[src/rtl/kspd_pkg.sv]
// Shared types and constants of the knock-on source pitch deposit block.
// No dependencies.
package kspd_pkg;

    localparam int CFG_IDX_W = 2;
    localparam logic [CFG_IDX_W-1:0] CFG_BETA = 2'd0;
    localparam logic [CFG_IDX_W-1:0] CFG_GRID = 2'd1;

    localparam logic [63:0] Q_ONE   = 64'h0000_0001_0000_0000;
    localparam logic [63:0] S64_MAX = 64'h7FFF_FFFF_FFFF_FFFF;
    localparam logic [63:0] S64_MIN = 64'h8000_0000_0000_0000;

    typedef enum logic [1:0] {
        AOP_MUL,
        AOP_DIV,
        AOP_SQRT
    } t_aop;

    typedef enum logic [4:0] {
        S_IDLE, S_SQ, S_RT, S_XI, S_SRCH, S_SCMP,
        S_RD0, S_RD1, S_RD2, S_RD3, S_RD4,
        S_C0, S_C1, S_C2, S_DL, S_PREP,
        S_LOM, S_LOD, S_UPM, S_UPD, S_OUT
    } t_state;

    typedef enum logic [4:0] {
        ST_NONE, ST_SQ, ST_RT, ST_XI, ST_SRD, ST_SCMP,
        ST_RD0, ST_RD1, ST_RD2, ST_RD3, ST_RD4,
        ST_C0, ST_C1, ST_C2, ST_DL, ST_PREP,
        ST_LOM, ST_LOD, ST_UPM, ST_UPD, ST_OUT
    } t_step;

    typedef struct packed {
        t_step step;
        logic  start;
        logic  take;
    } t_cmd;

    typedef struct packed {
        logic arith_done;
        logic search_done;
        logic out_free;
    } t_stat;

    typedef struct packed {
        logic        done;
        logic [63:0] val;
        logic        sat;
        logic [63:0] root;
    } t_ares;

endpackage

[src/rtl/kspd_ctrl.sv]
// Controller: sequences one evaluate item through the shared unit and the table.
// Uses kspd_pkg.
module kspd_ctrl (
    input  logic              i_clk,
    input  logic              i_rst_n,
    input  logic              i_in_valid,
    input  logic              i_kind,
    input  kspd_pkg::t_stat   i_stat,
    output logic              o_in_ready,
    output kspd_pkg::t_cmd    o_cmd
);

    kspd_pkg::t_state r_state, n_state;
    logic r_issued, n_issued;
    logic is_op;

    always_comb begin
        is_op = r_state inside {kspd_pkg::S_SQ, kspd_pkg::S_RT, kspd_pkg::S_XI,
                                kspd_pkg::S_C0, kspd_pkg::S_C1, kspd_pkg::S_C2,
                                kspd_pkg::S_DL, kspd_pkg::S_LOM, kspd_pkg::S_LOD,
                                kspd_pkg::S_UPM, kspd_pkg::S_UPD};
    end

    // next state
    always_comb begin
        n_state  = r_state;
        n_issued = r_issued;
        if (is_op) begin
            if (!r_issued) n_issued = 1'b1;
            if (i_stat.arith_done) n_issued = 1'b0;
        end
        case (r_state)
            kspd_pkg::S_IDLE: if (i_in_valid && i_kind) n_state = kspd_pkg::S_SQ;
            kspd_pkg::S_SQ:   if (i_stat.arith_done) n_state = kspd_pkg::S_RT;
            kspd_pkg::S_RT:   if (i_stat.arith_done) n_state = kspd_pkg::S_XI;
            kspd_pkg::S_XI:   if (i_stat.arith_done) n_state = kspd_pkg::S_SRCH;
            kspd_pkg::S_SRCH: n_state = i_stat.search_done ? kspd_pkg::S_RD0 : kspd_pkg::S_SCMP;
            kspd_pkg::S_SCMP: n_state = kspd_pkg::S_SRCH;
            kspd_pkg::S_RD0:  n_state = kspd_pkg::S_RD1;
            kspd_pkg::S_RD1:  n_state = kspd_pkg::S_RD2;
            kspd_pkg::S_RD2:  n_state = kspd_pkg::S_RD3;
            kspd_pkg::S_RD3:  n_state = kspd_pkg::S_RD4;
            kspd_pkg::S_RD4:  n_state = kspd_pkg::S_C0;
            kspd_pkg::S_C0:   if (i_stat.arith_done) n_state = kspd_pkg::S_C1;
            kspd_pkg::S_C1:   if (i_stat.arith_done) n_state = kspd_pkg::S_C2;
            kspd_pkg::S_C2:   if (i_stat.arith_done) n_state = kspd_pkg::S_DL;
            kspd_pkg::S_DL:   if (i_stat.arith_done) n_state = kspd_pkg::S_PREP;
            kspd_pkg::S_PREP: n_state = kspd_pkg::S_LOM;
            kspd_pkg::S_LOM:  if (i_stat.arith_done) n_state = kspd_pkg::S_LOD;
            kspd_pkg::S_LOD:  if (i_stat.arith_done) n_state = kspd_pkg::S_UPM;
            kspd_pkg::S_UPM:  if (i_stat.arith_done) n_state = kspd_pkg::S_UPD;
            kspd_pkg::S_UPD:  if (i_stat.arith_done) n_state = kspd_pkg::S_OUT;
            kspd_pkg::S_OUT:  if (i_stat.out_free) n_state = kspd_pkg::S_IDLE;
            default:          n_state = kspd_pkg::S_IDLE;
        endcase
    end

    // outputs
    always_comb begin
        o_in_ready  = (r_state == kspd_pkg::S_IDLE);
        o_cmd.take  = o_in_ready && i_in_valid;
        o_cmd.start = is_op && !r_issued;
        case (r_state)
            kspd_pkg::S_SQ:   o_cmd.step = kspd_pkg::ST_SQ;
            kspd_pkg::S_RT:   o_cmd.step = kspd_pkg::ST_RT;
            kspd_pkg::S_XI:   o_cmd.step = kspd_pkg::ST_XI;
            kspd_pkg::S_SRCH: o_cmd.step = i_stat.search_done ? kspd_pkg::ST_NONE
                                                              : kspd_pkg::ST_SRD;
            kspd_pkg::S_SCMP: o_cmd.step = kspd_pkg::ST_SCMP;
            kspd_pkg::S_RD0:  o_cmd.step = kspd_pkg::ST_RD0;
            kspd_pkg::S_RD1:  o_cmd.step = kspd_pkg::ST_RD1;
            kspd_pkg::S_RD2:  o_cmd.step = kspd_pkg::ST_RD2;
            kspd_pkg::S_RD3:  o_cmd.step = kspd_pkg::ST_RD3;
            kspd_pkg::S_RD4:  o_cmd.step = kspd_pkg::ST_RD4;
            kspd_pkg::S_C0:   o_cmd.step = kspd_pkg::ST_C0;
            kspd_pkg::S_C1:   o_cmd.step = kspd_pkg::ST_C1;
            kspd_pkg::S_C2:   o_cmd.step = kspd_pkg::ST_C2;
            kspd_pkg::S_DL:   o_cmd.step = kspd_pkg::ST_DL;
            kspd_pkg::S_PREP: o_cmd.step = kspd_pkg::ST_PREP;
            kspd_pkg::S_LOM:  o_cmd.step = kspd_pkg::ST_LOM;
            kspd_pkg::S_LOD:  o_cmd.step = kspd_pkg::ST_LOD;
            kspd_pkg::S_UPM:  o_cmd.step = kspd_pkg::ST_UPM;
            kspd_pkg::S_UPD:  o_cmd.step = kspd_pkg::ST_UPD;
            kspd_pkg::S_OUT:  o_cmd.step = i_stat.out_free ? kspd_pkg::ST_OUT
                                                           : kspd_pkg::ST_NONE;
            default:          o_cmd.step = kspd_pkg::ST_NONE;
        endcase
    end

    always_ff @(posedge i_clk) begin
        if (!i_rst_n) begin
            r_state  <= kspd_pkg::S_IDLE;
            r_issued <= 1'b0;
        end else begin
            r_state  <= n_state;
            r_issued <= n_issued;
        end
    end

endmodule

[config.mk]
export PLATFORM = sky130hd
export DESIGN_NAME = kspd_ctrl
export DESIGN_NICKNAME = d
export VERILOG_FILES = /design/src/rtl/kspd_pkg.sv /design/src/rtl/kspd_ctrl.sv
export SDC_FILE = /design/constraint.sdc
export NUM_CORES = 1
export LEC_CHECK = 0
export BUFFER_PORTS_ARGS = -buffer_cell sky130_fd_sc_hd__buf_4
export CAP_MARGIN = 10
export CORE_AREA = 2 2 39 41
export DETAILED_ROUTE_END_ITERATION = 7
export DIE_AREA = 0 0 41 43
export HOLD_SLACK_MARGIN = 0.12
export SLEW_MARGIN = 10
export SYNTH_ARGS = -nofsm -noshare
export SYNTH_HDL_FRONTEND = slang
export SYNTH_SLANG_ARGS = --single-unit
export TNS_END_PERCENT = 30
[constraint.sdc]
create_clock -name i_clk -period 5.1 [get_ports i_clk]
set_clock_uncertainty 0.2 [all_clocks]
set_input_delay 0.765 -clock i_clk [delete_from_list [all_inputs] [get_ports i_clk]]
set_output_delay 0.765 -clock i_clk [all_outputs]
set_load 0.1 [all_outputs]
==> key figures <==
Global routing
  • Largest net degree at the start of global routing: 18
  • Initial antenna violation count: 0
  • Global Route Usage Sum: 0.162
  • Total gr overflow: 0
  • Vias in the first global route: 414
  • Global-route wire length before repair: 1.79 mm

Cells and area
  • Layout cells sized above 1: 0.325
  • Antenna diode count: 0
  • Multi-input logic area: 347 um^2
  • Reg area: 120 um^2
  • Syn-to-layout area delta: 21.4%
  • Final core occ: 0.452
  • Nets: 86
  • Final instance area: 626 um^2
  • Layout fillers: 154

Timing
  • Setup Total Neg Slack: 0 ps
  • Max-slew violation count: 0
  • Fmax: 364 MHz
  • RSZ-0062 raised after global routing: false
  • Minimum clock period after layout: 2750 ps
  • Rel. slew slack: 0.640
  • Fin. Hold Viols: 0
  • Least-Margin Pin Slew: 540 ps
  • Final setup fails: 0
  • Min setup slack post-route: 2350 ps
  • Final Cycle Share: 0.539

Synth
  • Synthesis Warnings: 0
  • Mean post-synth cell area: 7.93 um^2
  • Sequential area share after synthesis: 0.233
  • Cell variety after synth: 34
  • Syn nets: 72
  • Register bit total from synthesis: 6
  • Top FF cell, synth: dfxtp_1
  • Post-synth EDFFs: 0
  • Area contributors post-synth: dfxtp_1 (23%), a21oi_1 (4.9%), buf_6 (4.4%), nand2_1 (4.4%), mux2i_1 (3.9%)
  • Synth cell count leaders: dfxtp_1 (6), nand2_1 (6), a21oi_1 (5)
  • Mapped Cells: 65
  • Yosys top cell by area: dfxtp_1
  • Mapped cell area: 515 um^2
  • Synth top area share: 0.233
  • Async SR Flop Fraction: 0

Worst setup path
  • Critical Path Source Type: flop
  • CP Max Fanout: 9
  • Slowest CP cell: or3_2
  • Setup crit end kind: output port
  • Max incr delay on CP: 510 ps
  • WS Path Type: reg2out
  • Critical Path AT: 1780 ps
  • CP cell instances: or3_2, nor3_1, and2_1, buf_4
  • CP required: 4140 ps
  • Worst reg2reg path depth: 4

Detailed routing
  • 1st-pass router iterations: 4
  • DRC viols: 0
  • DR iter-0 viols: 7
  • Wire per inst: 11.7 um
  • WL final: 1.09 mm
  • Routed via count: 513
  • DR vias/cell: 5.52
  • Post-DRT Antenna Nets: 0

Clock network
  • TritonCTS clock tree: done
  • Clock tree buffer depth: 2
  • Post_cts resized: 0
  • Post-CTS Hold Buffers: 0
  • CTS clock-pin slew for the worst setup and hold paths: 50 ps
  • Clock Root Buffer: clkbuf_4
  • CTS sink count: 6
  • Setup Buffers After CTS: 0
  • CTS buffer count: 3
  • Latest clock arrival within the worst-skew pair: 260 ps
  • H-tree levels: 1

Floorplan
  • Horiz. Die Dim: 41 um
  • Die Y: 43 um
  • Initial core utilization: 0.373
  • Row count: 14
  • DIE AREA: 0.00176 mm^2
  • Placeable Area: 0.00138 mm^2
  • IO Count: 15

Flow run
  • Max Cap Viol: 0

Worst hold path
  • Hold Crit Class: reg2reg
  • Worst Hold Depth: 2

Pwr
  • Total power: 0.000401 W
  • IR drop worst, VDD: 0.252 mV
  • Leak: 0.285 nW
  • Pwr per Cell Area: 640 mW/mm^2

Placement
  • Port Buffer Count: 14
  • Post-DP Area: 603 um^2
  • HPWL Detailed: 775 um
  • Pre-CTS WS: 2630 ps
  • GPL Wtd Cong: 0.737

Outcome
  • Status: finished, final reports clean
[path summary, 6_finish.rpt]
| kind | start | slack [ps] | to |
|---|---|---|---|
| hold / removal | r_issued | 310 | r_issued |
| hold reg to reg | r_issued | 310 | r_issued |
| setup reg to reg | r_state[4] | 3220 | r_state[4] |
| setup / recovery | r_state[1] | 2350 | o_cmd[0] |
[worst max-delay path: cells and delay by family (launching register included)]
| family | cells | cell delay, ps |
|---|---|---|
| buffers and inverters | 1 | 280 |
| flip-flops | 1 | 380 |
| AND/OR/NAND/NOR | 3 | 860 |
[logic make-up (layout without fill, tap and decap cells)]
family | Yosys count | count (layout) | share of synthesized area
muxes | 2 | 2 | 0.0388
AOI/OAI and AO/OA | 21 | 21 | 0.323
xor gates and xnor gates | 1 | 1 | 0.0170
buffers and inverters | 8 | 20 | 0.0946
and+or+nand+nor | 27 | 27 | 0.294
DFF | 6 | 6 | 0.233
[registers in the layout, indices dropped and copies added (netlist names)]
| name | count |
|---|---|
| r_issued | 1 |
| r_state | 5 |
[area by class of cell]
class	instances	area share
flip-flops and latches	6	0.192
clock buffers	3	0.0360
repair buffers	14	0.168
inverters	3	0.0180
multi-input cells	51	0.554
well taps	16	0.0320
[power breakdown]
part / switching, W / internal [W] / leakage (nW)
Combinational: 0.000203 / 0.0000751 / 0.223
Sequential: 0.0000180 / 0.0000581 / 0.0489
Clock: 0.0000198 / 0.0000268 / 0.0138
[cell usage in the layout, fill, tap and decap left out, drive strengths merged, types with 2 or more instances in the layout]
master  synthesis  routed
buf             5      14
nand2           6       6
dfxtp           6       6
a21oi           5       5
nor2            4       4
nor3            3       3
inv             3       3
clkbuf          0       3
a21o            3       3
and2            3       3
a21boi          2       2
o21ai           2       2
nand3b          2       2
a211oi          2       2
mux2i           2       2
or3             2       2
[metrics by stage]
step	std cells	hold WS, ps
3_3_place_gp	90	314
6_report	93	314
2_1_floorplan	65	290
4_1_cts	93	318
3_5_place_dp	90	315
5_1_grt	93	333
[routing by layer]
layer  vias up  track usage  wire length (um)
met5         -            0                 0
met2        12        0.197               468
li1        266            -                 -
met1       230        0.210               521
met3         5       0.0785                64
met4         0        0.120                37
Note: power is estimated with default switching activity, not from simulation.
